$ cat config.mk
export PLATFORM = sky130hd
export DESIGN_NAME = kd_tree_tag_update_flat
export DESIGN_NICKNAME = d
export VERILOG_FILES = /design/src/design/kdtu_pkg.sv /design/src/design/kdtu_in_if.sv /design/src/design/kdtu_out_if.sv /design/src/design/kd_tree_tag_update.sv /design/src/design/kdtu_cfg.sv /design/src/design/kdtu_pipe.sv /design/src/flat_wrapper.sv
export SDC_FILE = /design/constraint.sdc
export NUM_CORES = 1
export LEC_CHECK = 0
export BUFFER_PORTS_ARGS = -buffer_cell sky130_fd_sc_hd__buf_2
export CELL_PAD_IN_SITES_DETAIL_PLACEMENT = 0
export CELL_PAD_IN_SITES_GLOBAL_PLACEMENT = 1
export CORE_ASPECT_RATIO = 1.2
export CORE_UTILIZATION = 25
export CTS_BUF_LIST = sky130_fd_sc_hd__clkbuf_4 sky130_fd_sc_hd__clkbuf_8 sky130_fd_sc_hd__clkbuf_16
export CTS_CLUSTER_SIZE = 24
export DETAILED_ROUTE_END_ITERATION = 10
export GPL_ROUTABILITY_DRIVEN = 0
export HOLD_SLACK_MARGIN = 0.08
export PLACE_DENSITY_LB_ADDON = 0.1
export SLEW_MARGIN = 40
export SYNTH_ARGS = -nofsm -noshare
export SYNTH_HDL_FRONTEND = slang
export SYNTH_HIERARCHICAL = 1
export SYNTH_SLANG_ARGS = --single-unit
$ cat constraint.sdc
create_clock -name i_clk -period 18.6 [get_ports i_clk]
set_input_delay 2.79 -clock i_clk [delete_from_list [all_inputs] [get_ports i_clk]]
set_output_delay 2.79 -clock i_clk [all_outputs]
set_load 0.005 [all_outputs]
$ cat src/design/kdtu_pkg.sv
// Package for the kd-tree tag update block: field widths, beat and geometry types,
// and the highest-set-bit helper. No dependencies.
package kdtu_pkg;

    localparam int TAG_W   = 16;
    localparam int POS_W   = 16;
    localparam int LVL_W   = 5;
    localparam int CNT_W   = 17;
    localparam int NEXT_W  = 17;
    localparam int DEPTH_W = 5;

    // Tree geometry derived from the element count at config time
    typedef struct packed {
        logic [CNT_W-1:0]   count_n;  // clamped element count, n
        logic [DEPTH_W-1:0] depth;    // floor(log2(n))
        logic [CNT_W-1:0]   on_last;  // nodes on the bottom level
    } t_geom;

    typedef struct packed {
        logic [TAG_W-1:0] node_tag;
        logic [POS_W-1:0] position;
        logic [LVL_W-1:0] level_now;
    } t_in_beat;

    typedef struct packed {
        logic [NEXT_W-1:0] next_tag;
        logic              settled;
    } t_out_beat;

    // Index of the highest set bit; 0 for a zero word
    function automatic logic [DEPTH_W-1:0] f_msb_idx(input logic [CNT_W-1:0] v);
        logic [DEPTH_W-1:0] idx;
        idx = '0;
        for (int b = 0; b < CNT_W; b++) begin
            if (v[b]) begin
                idx = DEPTH_W'(b);
            end
        end
        return idx;
    endfunction

endpackage

$ cat src/design/kdtu_in_if.sv
// Input channel of the kd-tree tag update block: valid/ready plus element fields.
// Depends on kdtu_pkg.
interface kdtu_in_if
    import kdtu_pkg::*;
();
    logic             valid;
    logic             ready;
    logic [TAG_W-1:0] node_tag;
    logic [POS_W-1:0] position;
    logic [LVL_W-1:0] level_now;

    modport source (output valid, node_tag, position, level_now, input ready);
    modport sink   (input valid, node_tag, position, level_now, output ready);
endinterface

$ cat src/design/kdtu_out_if.sv
// Output channel of the kd-tree tag update block: valid/ready plus result fields.
// Depends on kdtu_pkg.
interface kdtu_out_if
    import kdtu_pkg::*;
();
    logic              valid;
    logic              ready;
    logic [NEXT_W-1:0] next_tag;
    logic              settled;

    modport source (output valid, next_tag, settled, input ready);
    modport sink   (input valid, next_tag, settled, output ready);
endinterface

$ cat src/design/kd_tree_tag_update.sv
// Top level of the kd-tree tag update block: count register and pivot pipeline.
// Depends on kdtu_pkg, kdtu_in_if, kdtu_out_if, kdtu_cfg and kdtu_pipe.
//
// Usage
//   Input channel i_in carries one element per beat: node_tag, position in the
//   tag-sorted array and the level being split. Output channel o_out returns one
//   beat per input beat, in order: next_tag (same node, left or right child,
//   saturated at 131071) and settled.
//   i_cfg_we / i_cfg_data write the element count; the value is clamped to
//   1..MAX_NODES and depth and bottom-level occupancy are derived at the write,
//   so a beat may follow in the very next cycle. Write only while idle.
// Timing
//   Four register stages lie between input beat and output valid: decode, shift,
//   segment start / subtree size, compare.
//   Throughput is one beat per cycle while the receiver holds ready high.
// Reset and stalls
//   Synchronous active-low reset empties the pipeline and sets the count to 1.
//   When the receiver holds ready low the result stays in the output register;
//   upstream stages keep filling bubbles, and input ready drops only once every
//   stage holds a beat. Nothing is dropped or repeated.
module kd_tree_tag_update
    import kdtu_pkg::*;
#(
    parameter int MAX_NODES = 65536
) (
    input  logic             i_clk,
    input  logic             i_rst_n,
    input  logic             i_cfg_we,
    input  logic [CNT_W-1:0] i_cfg_data,
    kdtu_in_if.sink          i_in,
    kdtu_out_if.source       o_out
);

    t_geom     geom;
    t_in_beat  in_beat;
    t_out_beat out_beat;
    logic      pipe_ready;
    logic      pipe_valid;

    kdtu_cfg #(
        .MAX_NODES (MAX_NODES)
    ) u_cfg (
        .i_clk   (i_clk),
        .i_rst_n (i_rst_n),
        .i_we    (i_cfg_we),
        .i_data  (i_cfg_data),
        .o_geom  (geom)
    );

    assign in_beat.node_tag  = i_in.node_tag;
    assign in_beat.position  = i_in.position;
    assign in_beat.level_now = i_in.level_now;

    kdtu_pipe u_pipe (
        .i_clk   (i_clk),
        .i_rst_n (i_rst_n),
        .i_geom  (geom),
        .i_valid (i_in.valid),
        .o_ready (pipe_ready),
        .i_beat  (in_beat),
        .o_valid (pipe_valid),
        .i_ready (o_out.ready),
        .o_beat  (out_beat)
    );

    assign i_in.ready     = pipe_ready;
    assign o_out.valid    = pipe_valid;
    assign o_out.next_tag = out_beat.next_tag;
    assign o_out.settled  = out_beat.settled;

endmodule

$ cat src/design/kdtu_cfg.sv
// Element count register: clamps the written count and derives tree depth and
// bottom-level occupancy. Depends on kdtu_pkg.
module kdtu_cfg
    import kdtu_pkg::*;
#(
    parameter int MAX_NODES = 65536
) (
    input  logic             i_clk,
    input  logic             i_rst_n,
    input  logic             i_we,
    input  logic [CNT_W-1:0] i_data,
    output t_geom            o_geom
);

    t_geom              r_geom;
    t_geom              n_geom;
    logic [31:0]        wide;
    logic [CNT_W-1:0]   cnt;
    logic [DEPTH_W-1:0] dep;

    always_comb begin
        wide = {{(32-CNT_W){1'b0}}, i_data};
        if (i_data == '0) begin
            cnt = CNT_W'(1);
        end else if (wide > 32'(MAX_NODES)) begin
            cnt = CNT_W'(MAX_NODES);
        end else begin
            cnt = i_data;
        end
        dep             = f_msb_idx(cnt);
        n_geom.count_n  = cnt;
        n_geom.depth    = dep;
        n_geom.on_last  = cnt - (CNT_W'(1) << dep) + CNT_W'(1);
    end

    always_ff @(posedge i_clk) begin
        if (!i_rst_n) begin
            r_geom.count_n <= CNT_W'(1);
            r_geom.depth   <= '0;
            r_geom.on_last <= CNT_W'(1);
        end else if (i_we) begin
            r_geom <= n_geom;
        end
    end

    assign o_geom = r_geom;

endmodule

$ cat src/design/kdtu_pipe.sv
// Four-stage pivot pipeline: decode, shifts, segment start / subtree size, compare.
// Per-stage valid bits with a ready chain. Depends on kdtu_pkg.
module kdtu_pipe
    import kdtu_pkg::*;
(
    input  logic      i_clk,
    input  logic      i_rst_n,
    input  t_geom     i_geom,
    input  logic      i_valid,
    output logic      o_ready,
    input  t_in_beat  i_beat,
    output logic      o_valid,
    input  logic      i_ready,
    output t_out_beat o_beat
);

    typedef struct packed {
        logic [TAG_W-1:0]  tag;
        logic [POS_W-1:0]  pos;
        logic              above;
        logic              lvl0;
        logic              span_pos;
        logic [TAG_W-1:0]  fol;
        logic [TAG_W-1:0]  ls;
        logic [3:0]        span1;
        logic [CNT_W-1:0]  c;
        logic              c_ge_n;
        logic              leaf;
        logic [3:0]        span2;
    } t_s1;

    typedef struct packed {
        logic [TAG_W-1:0]  tag;
        logic [POS_W-1:0]  pos;
        logic              above;
        logic              lvl0;
        logic              span_pos;
        logic [TAG_W-1:0]  fol;
        logic [TAG_W-1:0]  ls;
        logic [30:0]       sh;
        logic              c_ge_n;
        logic              leaf;
        logic [17:0]       fl;
        logic [15:0]       cap;
    } t_s2;

    typedef struct packed {
        logic [TAG_W-1:0]  tag;
        logic [POS_W-1:0]  pos;
        logic              above;
        logic [31:0]       start;
        logic [CNT_W-1:0]  sub;
    } t_s3;

    logic r_v1, r_v2, r_v3, r_v4;
    logic adv1, adv2, adv3, adv4;
    t_s1       r_s1, n_s1;
    t_s2       r_s2, n_s2;
    t_s3       r_s3, n_s3;
    t_out_beat r_s4, n_s4;

    // Stall chain: a stage moves when empty or when the one after it moves
    assign adv4    = !r_v4 || i_ready;
    assign adv3    = !r_v3 || adv4;
    assign adv2    = !r_v2 || adv3;
    assign adv1    = !r_v1 || adv2;
    assign o_ready = adv1;

    // Stage 1: level decode, child depth, span widths
    logic [CNT_W-1:0]   fol17;
    logic [CNT_W-1:0]   tp1;
    logic [DEPTH_W-1:0] l2;
    always_comb begin
        fol17          = (CNT_W'(1) << i_beat.level_now) - CNT_W'(1);
        tp1            = {1'b0, i_beat.node_tag} + CNT_W'(1);
        l2             = f_msb_idx(tp1) + DEPTH_W'(1);
        n_s1.tag       = i_beat.node_tag;
        n_s1.pos       = i_beat.position;
        n_s1.above     = {1'b0, i_beat.node_tag} < fol17;
        n_s1.lvl0      = i_beat.level_now == '0;
        n_s1.span_pos  = i_geom.depth > i_beat.level_now;
        n_s1.fol       = fol17[TAG_W-1:0];
        n_s1.ls        = i_beat.node_tag - fol17[TAG_W-1:0];
        n_s1.span1     = 4'(i_geom.depth - i_beat.level_now);
        n_s1.c         = {i_beat.node_tag, 1'b1};
        n_s1.c_ge_n    = {i_beat.node_tag, 1'b1} >= i_geom.count_n;
        n_s1.leaf      = l2 >= i_geom.depth;
        n_s1.span2     = 4'(i_geom.depth - l2);
    end

    // Stage 2: shifts for sibling offset and the child's first leaf
    logic [17:0] cp1;
    always_comb begin
        cp1           = {1'b0, r_s1.c} + 18'd1;
        n_s2.tag      = r_s1.tag;
        n_s2.pos      = r_s1.pos;
        n_s2.above    = r_s1.above;
        n_s2.lvl0     = r_s1.lvl0;
        n_s2.span_pos = r_s1.span_pos;
        n_s2.fol      = r_s1.fol;
        n_s2.ls       = r_s1.ls;
        n_s2.sh       = {15'd0, r_s1.ls} << r_s1.span1;
        n_s2.c_ge_n   = r_s1.c_ge_n;
        n_s2.leaf     = r_s1.leaf;
        n_s2.fl       = (cp1 << r_s1.span2) - 18'd1;
        n_s2.cap      = 16'd1 << r_s1.span2;
    end

    // Stage 3: segment start and left-subtree size
    logic [30:0]      add_c;
    logic [31:0]      off;
    logic [CNT_W-1:0] room;
    logic [CNT_W-1:0] lowest;
    always_comb begin
        add_c = (r_s2.sh > {14'd0, i_geom.on_last}) ? {14'd0, i_geom.on_last} : r_s2.sh;
        off   = {1'b0, r_s2.sh} - {16'd0, r_s2.ls} + {1'b0, add_c};
        if (r_s2.lvl0) begin
            n_s3.start = '0;
        end else if (r_s2.span_pos) begin
            n_s3.start = {16'd0, r_s2.fol} + off;
        end else begin
            n_s3.start = {16'd0, r_s2.fol};
        end
        room   = i_geom.count_n - r_s2.fl[CNT_W-1:0];
        lowest = '0;
        if (r_s2.fl < {1'b0, i_geom.count_n}) begin
            lowest = (room > {1'b0, r_s2.cap}) ? {1'b0, r_s2.cap} : room;
        end
        if (r_s2.c_ge_n) begin
            n_s3.sub = '0;
        end else if (r_s2.leaf) begin
            n_s3.sub = CNT_W'(1);
        end else begin
            n_s3.sub = {1'b0, r_s2.cap - 16'd1} + lowest;
        end
        n_s3.tag   = r_s2.tag;
        n_s3.pos   = r_s2.pos;
        n_s3.above = r_s2.above;
    end

    // Stage 4: pivot compare and child selection
    logic [32:0]       pivot;
    logic [NEXT_W-1:0] left_c;
    logic [NEXT_W-1:0] right_c;
    always_comb begin
        pivot   = {1'b0, r_s3.start} + {16'd0, r_s3.sub};
        left_c  = {r_s3.tag, 1'b1};
        right_c = (&r_s3.tag) ? {NEXT_W{1'b1}} : ({r_s3.tag, 1'b0} + NEXT_W'(2));
        priority if (r_s3.above) begin
            n_s4.next_tag = {1'b0, r_s3.tag};
            n_s4.settled  = 1'b1;
        end else if ({17'd0, r_s3.pos} < pivot) begin
            n_s4.next_tag = left_c;
            n_s4.settled  = 1'b0;
        end else if ({17'd0, r_s3.pos} > pivot) begin
            n_s4.next_tag = right_c;
            n_s4.settled  = 1'b0;
        end else begin
            n_s4.next_tag = {1'b0, r_s3.tag};
            n_s4.settled  = 1'b1;
        end
    end

    always_ff @(posedge i_clk) begin
        if (!i_rst_n) begin
            r_v1 <= 1'b0;
            r_v2 <= 1'b0;
            r_v3 <= 1'b0;
            r_v4 <= 1'b0;
        end else begin
            if (adv1) r_v1 <= i_valid;
            if (adv2) r_v2 <= r_v1;
            if (adv3) r_v3 <= r_v2;
            if (adv4) r_v4 <= r_v3;
        end
    end

    always_ff @(posedge i_clk) begin
        if (adv1 && i_valid) r_s1 <= n_s1;
        if (adv2 && r_v1)    r_s2 <= n_s2;
        if (adv3 && r_v2)    r_s3 <= n_s3;
        if (adv4 && r_v3)    r_s4 <= n_s4;
    end

    assign o_valid = r_v4;
    assign o_beat  = r_s4;

endmodule

$ cat src/flat_wrapper.sv
// flat-port wrapper written by rule: the top's interface ports become plain ports
module kd_tree_tag_update_flat import kdtu_pkg::*;
#(
    parameter int MAX_NODES = 65536
)
  (i_clk, i_rst_n, i_cfg_we, i_cfg_data, i_in_valid, i_in_node_tag, i_in_position, i_in_level_now, i_in_ready, o_out_valid, o_out_next_tag, o_out_settled, o_out_ready);
  kdtu_in_if i_in_i ();
  kdtu_out_if o_out_i ();
  input  logic i_clk;
  input  logic i_rst_n;
  input  logic i_cfg_we;
  input  logic [CNT_W-1:0] i_cfg_data;
  input wire logic [$bits(i_in_i.valid)-1:0] i_in_valid;
  input wire logic [$bits(i_in_i.node_tag)-1:0] i_in_node_tag;
  input wire logic [$bits(i_in_i.position)-1:0] i_in_position;
  input wire logic [$bits(i_in_i.level_now)-1:0] i_in_level_now;
  output wire logic [$bits(i_in_i.ready)-1:0] i_in_ready;
  output wire logic [$bits(o_out_i.valid)-1:0] o_out_valid;
  output wire logic [$bits(o_out_i.next_tag)-1:0] o_out_next_tag;
  output wire logic [$bits(o_out_i.settled)-1:0] o_out_settled;
  input wire logic [$bits(o_out_i.ready)-1:0] o_out_ready;
  assign i_in_i.valid = i_in_valid;
  assign i_in_i.node_tag = i_in_node_tag;
  assign i_in_i.position = i_in_position;
  assign i_in_i.level_now = i_in_level_now;
  assign i_in_ready = i_in_i.ready;
  assign o_out_valid = o_out_i.valid;
  assign o_out_next_tag = o_out_i.next_tag;
  assign o_out_settled = o_out_i.settled;
  assign o_out_i.ready = o_out_ready;
  kd_tree_tag_update #(.MAX_NODES(MAX_NODES)) u_core (.i_clk(i_clk), .i_rst_n(i_rst_n), .i_cfg_we(i_cfg_we), .i_cfg_data(i_cfg_data), .i_in(i_in_i), .o_out(o_out_i));
endmodule
After elaboration in Yosys (flattened, before gate mapping)
Index checks and enable logic that the tools add are counted.
W data, S select, Z words.
{ "totals": {"memories": 0, "rom_bits": 0, "ramBits": 0, "input_bits": 59, "reg_bits": 354, "latch_bits": 0} }
{ "classes": {"n_mul": 0, "n_shift": 5, "bitwise_logic": 1, "mux": 43, "n_lt_le_gt_ge": 10, "div": 0, "eq_ne": 0, "addsub": 18, "n_reduce_logical": 17} }
{ "ops": {"columns": ["cell", "count"], "rows": [
  ["$mux W5", 30],
  ["$mux W17", 6],
  ["$mux W18", 2],
  ["$shl A1 B5 Y17 const A", 2],
  ["$sub A17 B17 Y17", 2],
  ["$add A32 B17 Y33", 1],
  ["$gt A16 B33 Y1", 1],
  ["$lt A16 B33 Y1", 1],
  ["$add A16 B32 Y32", 1],
  ["$add A32 B31 Y32", 1],
  ["$sub A31 B16 Y32", 1],
  ["$gt A31 B17 Y1", 1],
  ["$mux W31", 1],
  ["$shl A16 B4 Y31", 1],
  ["$add A17 B1 Y18 const B", 1],
  ["$lt A18 B17 Y1", 1],
  ["$shl A18 B4 Y18", 1],
  ["$sub A18 B1 Y18 const B", 1],
  ["$add A16 B1 Y17 const B", 1],
  ["$add A16 B17 Y17", 1],
  ["$add A17 B1 Y17 const B", 1],
  ["$add A17 B2 Y17 const B", 1],
  ["$ge A17 B17 Y1", 1],
  ["$gt A17 B16 Y1", 1],
  ["other kinds (20)", 33]
]} }

Longest topological paths before layout
Gate-level depths: netlist of run 1.
{ "logic_depth": {"ltp_word": 22, "ltp_mapped": 30} }

Hierarchy
The synthesis of run 1 kept the hierarchy.
{ "modules_own_cells": {"columns": ["module", "seq_area_each_um2", "n_inst", "cells_each", "area_each_um2"], "rows": [
  ["kdtu_pipe", 9389.0, 1, 2335, 23161.0],
  ["kdtu_cfg", 760.7, 1, 335, 2783.9]
]} }

Worst setup path after synthesis of run 1
No wires, ideal clock.
{ "synth_timing": {"path_type": "input -> register", "startpoint": "input o_out_ready", "endpoint": "register u_core.u_pipe.r_s2 (netlist bit u_core/u_pipe/n_s3[49]), enable pin", "stages": 3, "arrival_time_ns": 12.689, "setup_time_ns": 0.828, "required_ns": 17.772, "slack_ns": 5.084, "path_cell_list": "nor2b_1 > and2_0 > a21boi_0"} }
{ "synth_via": {"elab_chain_len": 4} }
{ "synth_rtl": {"columns": ["element", "line", "rtl"], "rows": [
  ["from (decl)", "flat_wrapper.sv:21", "input wire logic [$bits(o_out_i.ready)-1:0] o_out_ready;"],
  ["$logic_or A1 B1 Y1", "kdtu_pipe.sv:63", "assign adv4 = !r_v4 || i_ready;"],
  ["$logic_or A1 B1 Y1", "kdtu_pipe.sv:64", "assign adv3 = !r_v3 || adv4;"],
  ["$logic_or A1 B1 Y1", "kdtu_pipe.sv:65", "assign adv2 = !r_v2 || adv3;"],
  ["$logic_and A1 B1 Y1", "kdtu_pipe.sv:180", "if (adv2 && r_v1) r_s2 <= n_s2;"],
  ["to (signal assigned)", "kdtu_pipe.sv:180", null],
  ["to (decl)", "kdtu_pipe.sv:58", "t_s2 r_s2, n_s2;"]
]} }
No other way between the ends.
A chain may end at the register's enable or synchronous reset.

Worst setup path after layout of run 1
{ "layout_timing": {"startpoint": "register u_core.u_cfg.r_geom (netlist bit u_core/u_cfg/o_geom[23])", "endpoint": "register u_core/u_pipe/r_s3[16] (netlist bit), data pin"} }
{ "layout_via": {"elab_chain_len": 5} }
{ "layout_rtl": {"columns": ["element", "line", "rtl"], "rows": [
  ["from (decl)", "kdtu_cfg.sv:15", "t_geom r_geom;"],
  ["from (signal assigned)", "kdtu_cfg.sv:42", "r_geom <= n_geom;"],
  ["$sub A17 B17 Y17", "kdtu_pipe.sv:124", "room = i_geom.count_n - r_s2.fl[CNT_W-1:0];"],
  ["$gt A17 B16 Y1", "kdtu_pipe.sv:127", "lowest = (room > {1'b0, r_s2.cap}) ? {1'b0, r_s2.cap} : room;"],
  ["$mux W17", "kdtu_pipe.sv:127", null],
  ["$mux W17 (*)", "kdtu_pipe.sv:126", "if (r_s2.fl < {1'b0, i_geom.count_n}) begin"],
  ["$add A16 B17 Y17 (*)", "kdtu_pipe.sv:134", "n_s3.sub = {1'b0, r_s2.cap - 16'd1} + lowest;"],
  ["to (signal assigned)", "kdtu_pipe.sv:181", "if (adv3 && r_v2) r_s3 <= n_s3;"],
  ["to (decl)", "kdtu_pipe.sv:59", "t_s3 r_s3, n_s3;"]
]} }
Mark *: on every way between the ends. The rest lies on a longest branch, timed or not.

==> results of run 1 <==
[kinds of logic (layout without fill, tap and decap cells)]
group,after synthesis,in the layout,synth area share [%]
and+or+nand+nor,852,852,16.57
AOI/OAI and AO/OA,612,612,16.09
DFF,352,352,39.12
buffers and inverters,350,435,5.290
adders and majority gates,282,282,14.73
xor gates and xnor gates,120,120,4.051
muxes,102,102,4.152
other,0,2,0
[flip-flops by register name, indices dropped and copies added (netlist names)]
signal	cells
u_core/u_pipe/r_s2	100
u_core/u_pipe/r_s3	66
u_core/u_pipe/n_s2	53
u_core/u_cfg/o_geom	38
u_core/u_pipe/n_s3	33
u_core/u_pipe/r_s1	24
u_core/u_pipe/o_beat	18
u_core/u_pipe/left_c	16
u_core/u_pipe/o_valid	1
u_core/u_pipe/r_v1	1
u_core/u_pipe/r_v2	1
u_core/u_pipe/r_v3	1
[worst max-delay path by stage]
stage                                        end  slack [ns]  depth (start not counted)
after floorplan           u_core/u_pipe/n_s3[49]        5.08                          3
after global placement    u_core/u_pipe/r_s3[13]       11.48                         27
after detailed placement  u_core/u_pipe/n_s2[81]       11.45                         19
after CTS                 u_core/u_pipe/r_s3[13]       11.52                         26
after global routing      u_core/u_pipe/r_s3[16]       11.03                         29
final                     u_core/u_pipe/r_s3[16]       11.59                         29
[area by class of cell]
cell class,count,area (um2)
well taps,1375,1720
inverters,254,953.4
flip-flops and latches,352,10150
diodes,2,5.005
clock inverters,32,329.1
fillers,11010,73570
repair buffers,98,563.0
multi-input cells,1968,14490
clock buffers,51,1189
[cells in the final DEF, fill, tap and decap left out, types with 10 or more instances in the layout]
| cell type | instances |
|---|---|
| o21bai_1 | 14 |
| a211oi_1 | 34 |
| a31oi_1 | 20 |
| a21oi_1 | 144 |
| mux2i_1 | 84 |
| buf_2 | 78 |
| and2_1 | 18 |
| nor2b_1 | 42 |
| nor4_1 | 25 |
| nand2_1 | 160 |
| nor3_1 | 76 |
| a21boi_0 | 10 |
| xor2_1 | 48 |
| nor2_1 | 259 |
| and3_1 | 27 |
| clkbuf_16 | 46 |
| clkinv_1 | 13 |
| nand4_1 | 41 |
| o21a_1 | 41 |
| inv_1 | 246 |
| fa_1 | 39 |
| edfxtp_1 | 310 |
| or3_1 | 23 |
| clkinv_2 | 10 |
| buf_4 | 14 |
| xnor2_1 | 72 |
| nand3_1 | 80 |
| o21ai_0 | 118 |
| a21o_1 | 37 |
| dfxtp_1 | 42 |
| o21ai_1 | 10 |
| o211ai_1 | 28 |
| mux2_2 | 15 |
| ha_1 | 243 |
| nand2b_1 | 31 |
[through the flow]
step	setup slack [ns]	total power [mW]	std cells	instance area (um2)	hold WS, ns
after floorplan	5.084	1.525	2670	25940	0.4003
after global placement	11.48	1.763	4044	27820	0.4061
after detailed placement	11.45	1.759	4046	27850	0.4045
after CTS	11.52	2.688	4129	29370	0.4081
after global routing	11.03	2.805	4131	29400	0.4064
final	11.59	2.641	4132	29400	0.4075
[layer usage]
layer | vias to the layer above | GRT usage, %
li1 | 9894 | -
met1 | 9650 | 20.41
met2 | 351 | 28.27
met3 | 87 | 1.761
met4 | 2 | 4.423
met5 | - | 0
[where the power goes]
part / internal [mW] / switching (mW) / leakage [nW]
combinational: 0.293 / 0.455 / 7.48
sequential: 0.931 / 0.0582 / 3.29
clock: 0.533 / 0.372 / 0.749
total: 1.76 / 0.885 / 11.5
==> flow_metrics.env, run 1 <==
export IMPL_setup_violations=0
export IMPL_hold_buffers=0
export IMPL_synth_area_leaders="edfxtp_1, ha_1, nor2_1"
export IMPL_groute_usage_overall_pct=16.00
export IMPL_fmax_mhz=142.7
export IMPL_r2r_start="u_core/u_cfg/o_geom[23]"
export IMPL_total_leakage_power_nw=11.52
export IMPL_ys_async_sr_fraction_pct=0
export IMPL_ctsResizeCount=0
export IMPL_cts_post_setup_buffers_inserted=0
export IMPL_io_pins=79
export IMPL_cp_slowest_stage_delay_ns=0.48
export IMPL_grt_pass1_vias=20350
export IMPL_tightest_slew_ns=0.8160
export IMPL_synth_common_cells="edfxtp_1, nor2_1, inv_1"
export IMPL_m1WireLength_mm=37.80
export IMPL_io_buffers=78
export IMPL_num_nets_final=3060
export IMPL_path_delay_family="compound AO/OA/AOI/OAI gates"
export IMPL_drive_gt1_share_pct=9.365
export IMPL_cts_buffer_depth=3
export IMPL_yosysTopAreaCellShare_pct=35.88
export IMPL_finalHoldViolCount=0
export IMPL_finalCriticalPeriod_ns=7.007
export IMPL_r2r_slack_ns=11.59
export IMPL_vdd_drop_max_mv=0.06389
export IMPL_power_density_nw_per_um2=89.83
export IMPL_synthToLayoutAreaGrowth_pct=13.32
export IMPL_vias=19980
export IMPL_slowest_stage="dfxtp_1"
export IMPL_drc=0
export IMPL_hp_start="u_core/u_pipe/n_s3[50]"
export IMPL_ys_seq_elements=352
export IMPL_hold_end="u_core/u_pipe/r_s3[50]"
export IMPL_ys_seq_area_share_pct=39.12
export IMPL_crit_buf_inv=1
export IMPL_grt_pass1_wl_mm=127.9
export IMPL_cpMostUsedCell="o21ai_0"
export IMPL_whs_path_depth=0
export IMPL_crit_path_start_kind="register"
export IMPL_core_area_um2=103000
export IMPL_dpl_hpwl_mm=67.41
export IMPL_synthesis_nets=3011
export IMPL_maxCapViolCount=0
export IMPL_end_kind="register"
export IMPL_synthesis_instances=2670
export IMPL_avgSynthCellArea_um2=9.717
export IMPL_routed_wl_met2_mm=41.99
export IMPL_ys_types=106
export IMPL_numCtsBuffers=45
export IMPL_rows=129
export IMPL_maxSlewViolCount=0
export IMPL_worstSetupPathType="reg -> reg"
export IMPL_die_w_um=296.1
export IMPL_worstPathMaxFanout=5
export IMPL_ys_warn_count=6
export IMPL_die_area_um2=105100
export IMPL_synth_area_leader_cell="edfxtp_1"
export IMPL_wl_met3_mm=2.478
export IMPL_drtIter0Drc=1169
export IMPL_slew_headroom_pct=45.60
export IMPL_reg2reg_depth=29
export IMPL_rsz0062_at_grt="no"
export IMPL_wl_per_cell_um=20.43
export IMPL_status="finished clean"
export IMPL_die_height_um=354.9
export IMPL_cts_tree="yes"
export IMPL_clk_latency_ns=0.60
export IMPL_h_tree_depth=2
export IMPL_overflow=0
export IMPL_cts_root_buf="clkbuf_16"
export IMPL_cp_data_required_time_ns=18.93
export IMPL_fin_skew_ns=0.01800
export IMPL_worstPathArrival_ns=7.33
export IMPL_synth_main_ff_cell="edfxtp_1"
export IMPL_synth_edff_count=310
export IMPL_r2r_end="u_core/u_pipe/r_s3[16]"
export IMPL_routed_wl_mm=84.44
export IMPL_firstDrtPassIters=6
export IMPL_final_util_pct=28.55
export IMPL_synth_most_common_cell="edfxtp_1"
export IMPL_grt_start_max_net_pins=70
export IMPL_worstSetupStartpoint="u_core/u_cfg/o_geom[23]"
export IMPL_period_share_pct=37.67
export IMPL_hp_class="reg -> reg"
export IMPL_highest_layer="met5"
export IMPL_finalSetupTns_ns=0
export IMPL_initial_core_util_pct=25.20
export IMPL_numClockSinks=352
export IMPL_grt_antenna_before_repair=3
export IMPL_cts_clk_slew_worst_paths_ns=0.06
export IMPL_viasPerCell=4.836
export IMPL_antenna_left=0
export IMPL_netlist_area_um2=25940
Note: power is estimated with default switching activity, not from simulation.
==> inputs of run 2 (changes only) <==
- ABC_AREA: not set -> 1
- clock period: 18.6 -> 6.8 ns (I/O delays scaled with it)
==> flow_metrics.env, run 2 <==
export IMPL_status="finished clean"
export IMPL_switchingPower_mw=2.704
export IMPL_vias=21630
export IMPL_drtIter0Drc=1102
export IMPL_cp_data_required_time_ns=7.13
export IMPL_die_area_um2=106700
export IMPL_initial_core_util_pct=25.19
export IMPL_groute_usage_overall_pct=16.28
export IMPL_cpMostUsedCell="nand2_1"
export IMPL_most_common_layout_cells="nand2_1, inv_1, edfxtp_1"
export IMPL_design_area_um2=29760
export IMPL_cts_root_buf="clkbuf_16"
export IMPL_r2r_end="u_core/u_pipe/r_s3[14]"
export IMPL_synthesis_nets=3616
export IMPL_h_tree_depth=2
export IMPL_p_clk_share_pct=31.6
export IMPL_mostFrequentLayoutCell="nand2_1"
export IMPL_synth_area_leaders="edfxtp_1, ha_1, nand2_1"
export IMPL_slew_headroom_pct=48.51
export IMPL_grt_use_met2_pct=29.80
export IMPL_use_met3_pct=1.672
export IMPL_ys_warn_count=6
export IMPL_power_density_nw_per_um2=251.8
export IMPL_ys_seq_elements=352
export IMPL_fin_cells=4759
export IMPL_combPwrFrac_pct=32.1
export IMPL_total_leakage_power_nw=13.49
export IMPL_overflow=0
export IMPL_grt_pass1_wl_mm=132.4
export IMPL_rows=130
export IMPL_r2r_slack_ns=0.91
export IMPL_grt_antenna_before_repair=2
export IMPL_synth_main_ff_cell="edfxtp_1"
export IMPL_synth_most_common_cell="nand2_1"
export IMPL_synth_edff_count=310
export IMPL_worstSetupStartpoint="u_core/u_cfg/o_geom[24]"
export IMPL_largest_reg_flops=100
export IMPL_hold_buffers=0
export IMPL_synth_common_cells="nand2_1, inv_1, edfxtp_1"
export IMPL_crit_path_start_kind="register"
export IMPL_hp_class="reg -> reg"
export IMPL_antenna_left=0
export IMPL_wl_per_cell_um=18.40
export IMPL_fin_skew_ns=0.01684
export IMPL_cts_buffer_depth=3
export IMPL_io_buffers=78
export IMPL_grt_start_max_net_pins=61
export IMPL_numClockSinks=352
export IMPL_cts_tree="yes"
export IMPL_cts_post_setup_buffers_inserted=0
export IMPL_finalCriticalPeriod_ns=5.892
export IMPL_firstDrtPassIters=5
export IMPL_ys_seq_area_share_pct=38.52
export IMPL_fmax_mhz=169.7
export IMPL_place_inst=4682
export IMPL_viasPerCell=4.545
export IMPL_drive_gt1_share_pct=8.183
export IMPL_synthesis_instances=3275
export IMPL_netlist_area_um2=26350
export IMPL_sw_frac_of_total_pct=36.09
export IMPL_regMostFlops="u_core/u_pipe/r_s2"
export IMPL_final_util_pct=28.45
export IMPL_end_kind="register"
export IMPL_setup_violations=0
export IMPL_num_nets_final=3683
export IMPL_placed_cell_area_um2=28300
export IMPL_period_share_pct=86.65
export IMPL_cts_clk_slew_worst_paths_ns=0.07
export IMPL_pwr_share_seq_pct=36.3
export IMPL_dpl_hpwl_mm=71.53
export IMPL_die_height_um=357.6
export IMPL_vdd_drop_max_mv=0.1764
export IMPL_numCtsBuffers=43
export IMPL_crit_end="u_core/u_pipe/r_s3[14]"
export IMPL_worstPathArrival_ns=6.22
export IMPL_die_w_um=298.4
export IMPL_finalHoldViolCount=0
export IMPL_synth_area_leader_cell="edfxtp_1"
export IMPL_tightest_slew_ns=0.7724
export IMPL_avgSynthCellArea_um2=8.045
export IMPL_cp_slowest_stage_delay_ns=0.41
export IMPL_io_pins=79
export IMPL_routed_wl_mm=87.59
export IMPL_synthToLayoutAreaGrowth_pct=12.95
export IMPL_worstSetupPathType="reg -> reg"
export IMPL_ys_types=62
export IMPL_maxCapViolCount=0
export IMPL_worstPathMaxFanout=11
export IMPL_rsz0062_at_grt="no"
export IMPL_slowest_stage="fa_1"
export IMPL_r2r_start="u_core/u_cfg/o_geom[24]"
export IMPL_core_area_um2=104600
export IMPL_clk_latency_ns=0.59
export IMPL_top_usage_layer="met2"
export IMPL_reg2reg_depth=36
export IMPL_num_antenna_cells=0
export IMPL_ctsResizeCount=0
export IMPL_yosysTopAreaCellShare_pct=35.33
export IMPL_grt_util_met1_pct=20.39
export IMPL_ys_async_sr_fraction_pct=0
export IMPL_finalSetupTns_ns=0
export IMPL_drc=0
export IMPL_p_int_mw=4.788
export IMPL_power_mw=7.493
export IMPL_maxSlewViolCount=0
export IMPL_grt_pass1_vias=21710
-- run 2: changes by cell type after synthesis, moves of 44 or more --
cell	before	now
nand2_1	160	747
nor2b_1	44	0
inv_1	246	491
o21ai_0	118	182
mux2i_1	84	2
nand3_1	80	191
a21oi_1	144	213
-- run 2: area by class of cell --
type | instances | area [um2]
fill | 11310 | 74830
multi-input combinational | 2339 | 13970
sequential | 352 | 10150
inverter | 513 | 1941
tap | 1386 | 1734
clock buffer | 56 | 1209
timing repair buffer | 93 | 521.8
clock inverter | 20 | 231.5
-- run 2: logic make-up (layout without fill, tap and decap cells) --
kind of cell    count (synthesis)  after routing  synth area share [%]
simple gates                 1407           1407                 23.12
buf+inv                       584            682                 8.515
compound gates                523            523                 11.08
flops                         352            352                 38.52
fa+ha+maj                     282            282                 14.50
xor+xnor                      125            125                 4.184
mux                             2              2               0.07598
-- run 2: per-layer routing --
| metal | part of all wire [%] | vias to the layer above |
|---|---|---|
| met4 | 2.0 | 2 |
| met2 | 51 | 288 |
| met5 | 0.015 | - |
| li1 | - | 10990 |
| met3 | 2.4 | 84 |
| met1 | 45 | 10270 |
-- run 2: worst min-delay path by stage --
stage / start / to / slack (ns) / depth (start not counted)
floorplan: u_core/u_pipe/n_s3[75] / u_core/u_pipe/left_c[10] / 0.40 / 0
global placement: u_core/u_pipe/n_s3[69] / u_core/u_pipe/left_c[4] / 0.40 / 0
detailed placement: u_core/u_pipe/n_s2[92] / u_core/u_pipe/r_s2[92] / 0.40 / 0
CTS: u_core/u_pipe/n_s2[96] / u_core/u_pipe/r_s2[96] / 0.41 / 0
global route: u_core/u_pipe/n_s2[96] / u_core/u_pipe/r_s2[96] / 0.42 / 0
finish: u_core/u_pipe/n_s2[96] / u_core/u_pipe/r_s2[96] / 0.41 / 0
-- run 2: per-stage QoR --
step	setup slack [ns]	hold slack, ns
floorplan	1.628	0.4003
global placement	0.8964	0.4047
detailed placement	0.8086	0.4045
CTS	0.8090	0.4066
global route	0.05828	0.4186
finish	0.9076	0.4063
-- run 2: worst max-delay path: cells and delay by family (launching register included) --
kind | cells | cell delay [ns]
adders and majority gates | 4 | 1.14
xor gates and xnor gates | 1 | 0.11
and+or+nand+nor | 13 | 1.17
buffers and inverters | 2 | 0.12
DFF | 1 | 0.35
AOI/OAI and AO/OA | 16 | 2.72
-- run 2: power groups by stage --
| stage | clock network [mW] | registers, mW | logic (mW) |
|---|---|---|---|
| after floorplan | 0 | 2.68 | 1.74 |
| after global placement | 0 | 2.78 | 2.43 |
| after detailed placement | 0 | 2.77 | 2.44 |
| after CTS | 2.46 | 2.73 | 2.45 |
| after global routing | 2.53 | 2.74 | 2.74 |
| final | 2.37 | 2.72 | 2.41 |
